--- src/hw/rtl/uttcd_pkg.sv ---
// Shared widths and reset values for the Unix time to calendar date block.
package uttcd_pkg;

	localparam int UNIX_W  = 32;
	localparam int ZONE_W  = 17;
	localparam int LOCAL_W = 33;
	localparam int DAYS_W  = 17;
	localparam int SOD_W   = 17;
	localparam int YEAR_W  = 12;
	localparam int MONTH_W = 4;
	localparam int DAY_W   = 5;
	localparam int HOUR_W  = 5;
	localparam int MIN_W   = 6;
	localparam int SEC_W   = 6;

	localparam logic [ZONE_W-1:0] ZONE_RESET = ZONE_W'(28800);
	localparam logic [YEAR_W-1:0] EPOCH_YEAR = YEAR_W'(1970);

endpackage

--- src/hw/rtl/uttcd_date.sv ---
// Day count since 1970 to Gregorian year, month and day, stages 4 to 7.
module uttcd_date (
	input  logic                          clk,
	input  logic                          en,
	input  logic [uttcd_pkg::DAYS_W-1:0]  days,
	output logic [uttcd_pkg::YEAR_W-1:0]  cal_year,
	output logic [uttcd_pkg::MONTH_W-1:0] cal_month,
	output logic [uttcd_pkg::DAY_W-1:0]   cal_day
);

	localparam int DW = uttcd_pkg::DAYS_W;

	// ceil(2^26 / 365): exact floor division for any 17-bit day count
	localparam logic [17:0] M365 = 18'd183860;

	localparam logic [8:0] MONTH_START [12] = '{
		9'd0, 9'd31, 9'd59, 9'd90, 9'd120, 9'd151,
		9'd181, 9'd212, 9'd243, 9'd273, 9'd304, 9'd334
	};

	// first day of year 1970+n; 2100 (n = 130) is not a leap year
	function automatic logic [DW-1:0] year_start(input logic [8:0] n);
		logic [DW-1:0] base;
		logic [DW-1:0] leaps;
		logic [DW-1:0] fix;
		base  = DW'(n) * DW'(365);
		leaps = DW'((n + 9'd1) >> 2);
		fix   = (n >= 9'd131) ? DW'(1) : DW'(0);
		return base + leaps - fix;
	endfunction

	// s4: estimate years as days / 365, true count is that or one less
	logic [34:0]   prod;
	logic [8:0]    e_s4;
	logic [DW-1:0] days_s4;

	assign prod = 35'(days) * 35'(M365);

	always_ff @(posedge clk) begin
		if (en) begin
			e_s4    <= prod[34:26];
			days_s4 <= days;
		end
	end

	// s5: start days of both candidate years
	logic [8:0]    e_s5;
	logic [DW-1:0] days_s5;
	logic [DW-1:0] de_s5;
	logic [DW-1:0] dm_s5;

	always_ff @(posedge clk) begin
		if (en) begin
			e_s5    <= e_s4;
			days_s5 <= days_s4;
			de_s5   <= year_start(e_s4);
			dm_s5   <= year_start(e_s4 - 9'd1);
		end
	end

	// s6: pick the year, day of year, leap flag
	logic          take_prev;
	logic [8:0]    n_sel;
	logic [DW-1:0] doy_full;
	logic [7:0]    n_s6;
	logic [8:0]    doy_s6;
	logic          leap_s6;

	assign take_prev = days_s5 < de_s5;
	assign n_sel     = take_prev ? (e_s5 - 9'd1) : e_s5;
	assign doy_full  = days_s5 - (take_prev ? dm_s5 : de_s5);

	always_ff @(posedge clk) begin
		if (en) begin
			n_s6    <= n_sel[7:0];
			doy_s6  <= doy_full[8:0];
			leap_s6 <= (n_sel[1:0] == 2'd2) && (n_sel != 9'd130);
		end
	end

	// s7: month by parallel compares against month starts
	logic [8:0] st [12];
	logic [3:0] midx;
	logic [8:0] dom;

	always_comb begin
		for (int i = 0; i < 12; i++) begin
			st[i] = MONTH_START[i] + ((leap_s6 && i >= 2) ? 9'd1 : 9'd0);
		end
		midx = 4'd0;
		for (int i = 1; i < 12; i++) begin
			if (doy_s6 >= st[i]) begin
				midx = 4'(i);
			end
		end
		dom = doy_s6 - st[midx] + 9'd1;
	end

	always_ff @(posedge clk) begin
		if (en) begin
			cal_year  <= uttcd_pkg::EPOCH_YEAR + uttcd_pkg::YEAR_W'(n_s6);
			cal_month <= midx + 4'd1;
			cal_day   <= dom[uttcd_pkg::DAY_W-1:0];
		end
	end

endmodule

--- src/hw/rtl/uttcd_clock.sv ---
// Second of day to hour, minute and second, stages 4 to 7.
module uttcd_clock (
	input  logic                         clk,
	input  logic                         en,
	input  logic [uttcd_pkg::SOD_W-1:0]  sod,
	output logic [uttcd_pkg::HOUR_W-1:0] clock_hour,
	output logic [uttcd_pkg::MIN_W-1:0]  clock_minute,
	output logic [uttcd_pkg::SEC_W-1:0]  clock_second
);

	localparam int SW = uttcd_pkg::SOD_W;

	// ceil(2^24 / 225) and ceil(2^16 / 15); the low bits are split off first
	localparam logic [16:0] M225 = 17'd74566;
	localparam logic [12:0] M15  = 13'd4370;

	// s4: hour = (sod >> 4) / 225
	logic [29:0]   hprod;
	logic [4:0]    hour_s4;
	logic [SW-1:0] sod_s4;

	assign hprod = 30'(sod[SW-1:4]) * 30'(M225);

	always_ff @(posedge clk) begin
		if (en) begin
			hour_s4 <= hprod[28:24];
			sod_s4  <= sod;
		end
	end

	// s5: second of hour
	logic [SW-1:0] soh;
	logic [4:0]    hour_s5;
	logic [11:0]   rem_s5;

	assign soh = sod_s4 - SW'(hour_s4) * SW'(3600);

	always_ff @(posedge clk) begin
		if (en) begin
			hour_s5 <= hour_s4;
			rem_s5  <= soh[11:0];
		end
	end

	// s6: minute = (rem >> 2) / 15
	logic [22:0] mprod;
	logic [4:0]  hour_s6;
	logic [11:0] rem_s6;
	logic [5:0]  min_s6;

	assign mprod = 23'(rem_s5[11:2]) * 23'(M15);

	always_ff @(posedge clk) begin
		if (en) begin
			hour_s6 <= hour_s5;
			rem_s6  <= rem_s5;
			min_s6  <= mprod[21:16];
		end
	end

	// s7
	logic [11:0] secs;

	assign secs = rem_s6 - 12'(min_s6) * 12'd60;

	always_ff @(posedge clk) begin
		if (en) begin
			clock_hour   <= hour_s6;
			clock_minute <= min_s6;
			clock_second <= secs[uttcd_pkg::SEC_W-1:0];
		end
	end

endmodule

--- src/hw/rtl/unix_time_to_calendar_date.sv ---
// Top level: Unix seconds plus zone offset to calendar date and clock time.
//
// Usage:
//   Input channel (in_valid/in_ready) moves one word: unix_seconds, seconds
//   since 1970-01-01 00:00:00 UTC. Output channel (out_valid/out_ready)
//   moves one word per input: cal_year, cal_month, cal_day, clock_hour,
//   clock_minute, clock_second, in local time. Local time is unix_seconds +
//   zone_offset_seconds. Write the offset register via cfg_wr_en/cfg_wr_data
//   only while the pipeline is empty; the block does not enforce it. Reset
//   sets the offset to 28800 (eight hours) and empties the pipeline.
// Timing:
//   Seven register stages, s1 to s7. One word is accepted per cycle while
//   stage 7 is empty or out_ready is high; the depth is set by the two
//   reciprocal multiplies of the day split and the year estimate, each
//   followed by a correction.
// Stalls:
//   The whole pipeline advances together. When a result sits in stage 7 and
//   out_ready is low, every stage holds and in_ready drops; nothing is lost
//   or repeated. Empty stages (bubbles) do not hold back the stages ahead.
module unix_time_to_calendar_date (
	input  logic                          clk,
	input  logic                          arst_n,
	input  logic                          cfg_wr_en,
	input  logic [uttcd_pkg::ZONE_W-1:0]  cfg_wr_data,
	input  logic                          in_valid,
	output logic                          in_ready,
	input  logic [uttcd_pkg::UNIX_W-1:0]  unix_seconds,
	output logic                          out_valid,
	input  logic                          out_ready,
	output logic [uttcd_pkg::YEAR_W-1:0]  cal_year,
	output logic [uttcd_pkg::MONTH_W-1:0] cal_month,
	output logic [uttcd_pkg::DAY_W-1:0]   cal_day,
	output logic [uttcd_pkg::HOUR_W-1:0]  clock_hour,
	output logic [uttcd_pkg::MIN_W-1:0]   clock_minute,
	output logic [uttcd_pkg::SEC_W-1:0]   clock_second
);

	localparam int LW = uttcd_pkg::LOCAL_W;
	localparam int DW = uttcd_pkg::DAYS_W;

	// floor(2^36 / 675); 86400 = 128 * 675, so days = (local >> 7) / 675.
	// The estimate is exact or one low; stage 3 corrects it.
	localparam logic [26:0] M675 = 27'd101806632;

	// offset register
	logic [uttcd_pkg::ZONE_W-1:0] zone_q;

	always_ff @(posedge clk or negedge arst_n) begin
		if (!arst_n) begin
			zone_q <= uttcd_pkg::ZONE_RESET;
		end else if (cfg_wr_en) begin
			zone_q <= cfg_wr_data;
		end
	end

	// one enable for all stages: move when the output slot is free or taken
	logic       en;
	logic [6:0] vld_q;   // vld_q[i] is the valid bit of stage i+1

	assign en        = !vld_q[6] || out_ready;
	assign in_ready  = en;
	assign out_valid = vld_q[6];

	always_ff @(posedge clk or negedge arst_n) begin
		if (!arst_n) begin
			vld_q <= '0;
		end else if (en) begin
			vld_q <= {vld_q[5:0], in_valid};
		end
	end

	// s1: local time, at most 33 bits so no overflow
	logic [LW-1:0] local_s1;

	always_ff @(posedge clk) begin
		if (en) begin
			local_s1 <= LW'(unix_seconds) + LW'(zone_q);
		end
	end

	// s2: day estimate by reciprocal multiply
	logic [52:0]   qprod;
	logic [LW-1:0] local_s2;
	logic [DW-1:0] qest_s2;

	assign qprod = 53'(local_s1[LW-1:7]) * 53'(M675);

	always_ff @(posedge clk) begin
		if (en) begin
			local_s2 <= local_s1;
			qest_s2  <= qprod[52:36];
		end
	end

	// s3: remainder check, one conditional step up
	logic [25:0]   rem_full;
	logic [10:0]   rem;
	logic          bump;
	logic [9:0]    rem_fix;
	logic [DW-1:0] days_s3;
	logic [uttcd_pkg::SOD_W-1:0] sod_s3;

	assign rem_full = local_s2[LW-1:7] - 26'(qest_s2) * 26'd675;
	assign rem      = rem_full[10:0];
	assign bump     = rem >= 11'd675;
	assign rem_fix  = bump ? 10'(rem - 11'd675) : rem[9:0];

	always_ff @(posedge clk) begin
		if (en) begin
			days_s3 <= qest_s2 + (bump ? DW'(1) : DW'(0));
			sod_s3  <= {rem_fix, local_s2[6:0]};
		end
	end

	// s4..s7: date and clock time in parallel
	uttcd_date u_date (
		.clk       (clk),
		.en        (en),
		.days      (days_s3),
		.cal_year  (cal_year),
		.cal_month (cal_month),
		.cal_day   (cal_day)
	);

	uttcd_clock u_clock (
		.clk          (clk),
		.en           (en),
		.sod          (sod_s3),
		.clock_hour   (clock_hour),
		.clock_minute (clock_minute),
		.clock_second (clock_second)
	);

endmodule

--- config.mk ---
export PLATFORM = sky130hd
export DESIGN_NAME = unix_time_to_calendar_date
export DESIGN_NICKNAME = d
export VERILOG_FILES = /design/src/hw/rtl/uttcd_pkg.sv /design/src/hw/rtl/uttcd_date.sv /design/src/hw/rtl/uttcd_clock.sv /design/src/hw/rtl/unix_time_to_calendar_date.sv
export SDC_FILE = /design/constraint.sdc
export NUM_CORES = 2
export LEC_CHECK = 0
export BUFFER_PORTS_ARGS = -buffer_cell sky130_fd_sc_hd__clkbuf_2
export CAP_MARGIN = 40
export CORE_MARGIN = 4
export CORE_UTILIZATION = 55
export CTS_CLUSTER_DIAMETER = 100
export CTS_CLUSTER_SIZE = 8
export DETAILED_ROUTE_END_ITERATION = 16
export PLACE_DENSITY = 0.79
export SYNTH_ARGS = -nofsm -noshare
export SYNTH_HDL_FRONTEND = slang
export SYNTH_SLANG_ARGS = --single-unit
--- constraint.sdc ---
create_clock -name clk -period 29.5 [get_ports clk]
set_input_delay 1.475 -clock clk [delete_from_list [all_inputs] [get_ports clk]]
set_output_delay 1.475 -clock clk [all_outputs]
set_load 0.005 [all_outputs]
Word level (Yosys, flattened, before mapping)
Index checks and enable logic that the tools add are counted.
{ "totals": {"ff_bits": 311, "input_bits": 54, "output_inout_bits": 40} }
{ "classes": {"bitwise": 1, "eq_ne": 2, "addsub": 29, "n_reduce_logical": 3, "n_mul": 9, "muxes": 21, "order_cmp": 16} }
{ "op_table": {"columns": ["operator", "count"], "rows": [
  ["9-bit greater-or-equal comparator", 10],
  ["26-bit by 24-bit multiplier with 50-bit output, second input constant", 1],
  ["4-bit 2-to-1 mux", 10],
  ["8-bit by 9-bit adder with 9-bit output, first input constant", 4],
  ["9-bit binary-select mux with 4-bit select", 1],
  ["32-bit by 17-bit adder with 33-bit output", 1],
  ["17-bit by 16-bit multiplier with 33-bit output, second input constant", 1],
  ["13-bit by 16-bit multiplier with 28-bit output, second input constant", 1],
  ["9-bit adder, first input constant", 3],
  ["10-bit by 12-bit multiplier with 21-bit output, second input constant", 1],
  ["9-bit by 1-bit adder with 10-bit output, second input constant", 2],
  ["7-bit by 9-bit adder with 9-bit output, first input constant", 2],
  ["9-bit by 8-bit greater-or-equal comparator with 1-bit output, second input constant", 2],
  ["9-bit 2-to-1 mux", 2],
  ["9-bit by 1-bit subtractor with 9-bit output, second input constant", 2],
  ["17-bit by 1-bit adder with 17-bit output", 1],
  ["17-bit by 15-bit adder with 17-bit output", 1],
  ["17-bit < comparator", 1],
  ["17-bit by 10-bit multiplier with 11-bit output, second input constant", 1],
  ["9-bit by 9-bit multiplier with 17-bit output, second input constant", 1],
  ["17-bit subtractor", 1],
  ["11-bit by 8-bit adder with 12-bit output, first input constant", 1],
  ["12-bit subtractor", 1],
  ["11-bit by 10-bit greater-or-equal comparator with 1-bit output, second input constant", 1],
  ["24 further kinds", 29]
]} }

Depth between registers and ports, before layout
{ "logic_depth": {"ltp_word": 19, "depth_mapped": 25} }

Hierarchy
From an unflattened synthesis, not the netlist that was laid out.
{ "hier_totals": {"hier_cells": 3200, "area_unflattened_um2": 36054.6} }
{ "by_module_without_submodules": {"columns": ["mod", "seq_area_each_um2", "cells_per_inst", "area_per_inst_um2", "instances"], "rows": [
  ["unix_time_to_calendar_date", 3668.5, 1366, 15671.3, 1],
  ["uttcd_date", 3513.4, 1305, 14258.7, 1],
  ["uttcd_clock", 2042.0, 529, 6124.6, 1]
]} }

Worst setup path after synthesis
OpenSTA, ideal clock, no wires.
{ "synth_timing": {"path_kind": "input-to-output", "from": "input port out_ready", "to": "output port in_ready", "arrival_time_ns": 9.560, "cell_stages": 2, "slack_ns": 18.465, "cell_sequence": "nand2b_1 -> clkbuf_1"} }
{ "synth_between": {"elab_chain_cells": 1} }
{ "synth_rtl": {"columns": ["item", "line_no", "source"], "rows": [
  ["from (decl)", "unix_time_to_calendar_date.sv:29", "input logic out_ready,"],
  ["1-bit logical OR", "unix_time_to_calendar_date.sv:60", "assign en = !vld_q[6] || out_ready;"],
  ["to (decl)", "unix_time_to_calendar_date.sv:26", "output logic in_ready,"]
]} }
Every way passes these cells.

Final worst setup path
{ "layout_timing": {"from": "register local_s1[23]", "to": "register qest_s2[15], data pin"} }
{ "layout_between": {"elab_chain_cells": 1} }
{ "layout_rtl": {"columns": ["item", "line_no", "source"], "rows": [
  ["from (decl)", "unix_time_to_calendar_date.sv:73", "logic [LW-1:0] local_s1;"],
  ["from (signal assigned)", "unix_time_to_calendar_date.sv:77", "local_s1 <= LW'(unix_seconds) + LW'(zone_q);"],
  ["26-bit by 24-bit multiplier with 50-bit output", "unix_time_to_calendar_date.sv:86", "assign qprod = 53'(local_s1[LW-1:7]) * 53'(M675);"],
  ["via qprod[51]", "unix_time_to_calendar_date.sv:82", "logic [52:0] qprod;"],
  ["to (signal assigned)", "unix_time_to_calendar_date.sv:91", "qest_s2 <= qprod[52:36];"],
  ["to (decl)", "unix_time_to_calendar_date.sv:84", "logic [DW-1:0] qest_s2;"]
]} }
The timed path passes the listed nets, and every way through them passes these cells.
A chain may end at the register's enable or synchronous reset.

==> results.cfg <==
[drt]
wl_microns = 67400
dr.pass1.iters = 4
via_per_inst = 5.33
route.detailed.wl_per_inst_microns = 16.0
initialDrtViolationCount = 1138
drc = 0
ant_nets = 0
vias = 22400

[setup_path]
max_stage_delay_ns = 0.66
critical-path-top-delay-family = adder cells
crit_type = register to register
path_buf_inv = 4
required_ns = 29.87
cp-end-kind = register
path_cells = fa_1, ha_1, inv_1, fa_1, inv_1, fa_1, fa_1, fa_1, inv_1, fa_1, inv_1, ha_1, and4_1, o211ai_1, a311oi_1, o31a_1, o21a_1, o211a_1, o211ai_1, a221oi_1
crit_slowest_cell = edfxtp_1
crit_top_cell = fa_1
arrival_ns = 6.98
crit_fanout = 10
crit_path_start_kind = register

[placed_design]
dp_hpwl_microns = 54800
io_buffers = 93
gp_congestion = 0.905

[yosys]
netlist-cell-type-count = 81
ys_seq_area_share_pct = 25.5
netlist_instances = 3209
synth-edff-count = 287
synth_seq_cells = 311
synth_area_sq_um = 36100
synth_nets = 4445
synthArstFlopShare_pct = 7.72
yosys_warnings = 0
ys.flop_type = edfxtp_1
avgSynthCellArea_sq_um = 11.3

[timing]
hold_violations = 0
fin_crit_sh_pct = 22.4
fin_setup_tns_ns = 0
tightestPinTransition_ns = 0.847
rsz0062_at_grt = false
setup_violations = 0
period_needed_ns = 6.61
drv_slew = 0
skew_ns = 0.0267
slew_headroom_pct = 43.1
fmax_ghz = 0.151

[global_routing]
antenna_found_initial = 0
grt_start_max_net_pins = 72
grt_usage_pct = 19.8
grt_pass1_vias = 23900
grt_pass1_wl_microns = 115000
grt_overflow = 0

[cts]
cts.path.max_buffers = 3
cts_resized = 0
cts_tree = done
postCtsHoldBufs = 0
htreeDepth = 2
clkSinkCount = 311
insertion_delay_ns = 0.59
cts_root_buf = clkbuf_16
cts_buffers = 45
clk_pin_slew_ns = 0.05
post_cts_buffers = 0

[cells_and_area]
fillers = 5070
antenna_cells = 0
synthToLayoutAreaGrowth_pct = 7.74
nets = 4575
drive_above_1_share_pct = 5.81
seq_area_sq_um = 9220
multi_input_area_sq_um = 24100

[floorplanning]
die-area_sq_um = 69900
ios = 94
fp.dieW_microns = 264
core_sq_um = 64700
start_util_pct = 55.9
fp.dieH_microns = 264
num_rows = 93

[status]
status = finished, final reports clean

[worst_hold_path]
hold_class = register to register

[run]
drv_cap = 0
-- stage by stage --
stage / worst slack, ns / utilization (%) / area [sq um] / cells / hold WS [ns]
floorplan: 18.46 / - / 36100 / 3209 / 0.400
global placement: 23.04 / 58.2 / 37600 / 4145 / 0.401
detailed placement: 22.93 / 58.2 / 37700 / 4147 / 0.405
CTS: 22.86 / 60.2 / 38900 / 4211 / 0.411
global route: 22.52 / 60.2 / 38900 / 4211 / 0.416
finish: 22.89 / 60.2 / 38900 / 4211 / 0.411
-- Yosys cell counts (all sizes together), types with 27 or more instances --
cell type	n	share of area [%]
a21oi	89	1.3
a21o	49	1.0
xnor2	121	3.0
edfxtp	287	24
ha	797	28
o21ai	65	0.91
inv	738	7.7
fa	385	21
nor3	27	0.39
nand2	86	0.89
nor2	90	0.94
nand3	44	0.61
xor2	68	1.6
-- placed cells by master (no fill, tap or decap), types with 8 or more instances in the layout --
cell type,netlist,layout
clkbuf_1,12,14
nand2_1,86,86
nor2_1,89,89
nand2b_1,14,13
o21ai_0,60,60
mux2_2,25,25
a211oi_1,14,14
nand3_1,44,44
fa_1,385,385
o21a_1,25,25
dfrtp_1,20,20
nor3_1,26,26
edfxtp_1,287,287
ha_1,797,797
a21oi_1,88,88
xor2_1,68,68
and3_1,21,21
o21bai_1,12,12
nand4_1,22,22
a21boi_0,13,13
clkbuf_2,0,93
inv_1,738,738
or3_1,17,17
nor2b_1,19,19
a31oi_1,8,8
xnor2_1,119,119
clkbuf_16,0,45
a21o_1,49,49
mux2i_1,13,13
o211ai_1,21,21
-- routing by layer --
layer	wire (microns)	vias to the layer above	global-route usage (%)
li1	-	11000	-
met1	29100	11000	25.7
met2	33900	371	34.9
met3	2620	120	2.67
met4	1750	0	6.00
met5	0	-	0
-- worst paths after layout --
path,to,cells after the start,start,slack (ns)
max in group asynchronous,zone_q[3]$_DFFE_PN0P_,1,arst_n,28.17
worst max-delay path,qest_s2[15]$_DFFE_PP_,20,local_s1[23]$_DFFE_PP_,22.89
min in group asynchronous,zone_q[10]$_DFFE_PN0P_,1,arst_n,0.91
worst min-delay path,u_date.days_s5[7]$_DFFE_PP_,0,u_date.days_s4[7]$_DFFE_PP_,0.41
worst max register to register,qest_s2[15]$_DFFE_PP_,20,local_s1[23]$_DFFE_PP_,22.89
worst min register to register,u_date.days_s5[7]$_DFFE_PP_,0,u_date.days_s4[7]$_DFFE_PP_,0.41
-- state kept, by name, summed over array words and instances (netlist names), 7 cells and up --
signal           cells
local_s2            18
sod_s3              17
u_date.de_s5        17
local_s1            33
u_date.e_s5          9
u_date.dm_s5         9
u_date.cal_year     12
u_date.days_s4      17
zone_q              17
u_clock.rem_s5      12
u_date.n_s6          8
u_clock.sod_s4      12
days_s3             17
vld_q                7
qest_s2             17
u_date.doy_s6        9
u_date.days_s5      17
u_date.e_s4          9
-- kinds of logic (layout without fill, tap and decap cells) --
group	Yosys count	count (layout)	synth area share [%]
AND/OR/NAND/NOR	375	375	5.17
XOR/XNOR	190	190	4.72
buffers and inverters	754	901	7.86
AO/OA/AOI/OAI	359	359	6.66
flip-flops	311	311	25.5
adder cells (fa/ha/maj)	1182	1182	48.9
multiplexers	38	38	1.14
-- final cells by class --
class                      count  area share, %
clock inverter                 5          0.241
inverter                     738           7.12
tap                          855           2.75
multi-input combinational   2144           61.8
timing repair buffer          99           1.33
sequential                   311           23.7
clock buffer                  59           3.03
Power is not shown: default switching activity piles up to over one toggle a cycle in this logic, so the estimate is an artifact.
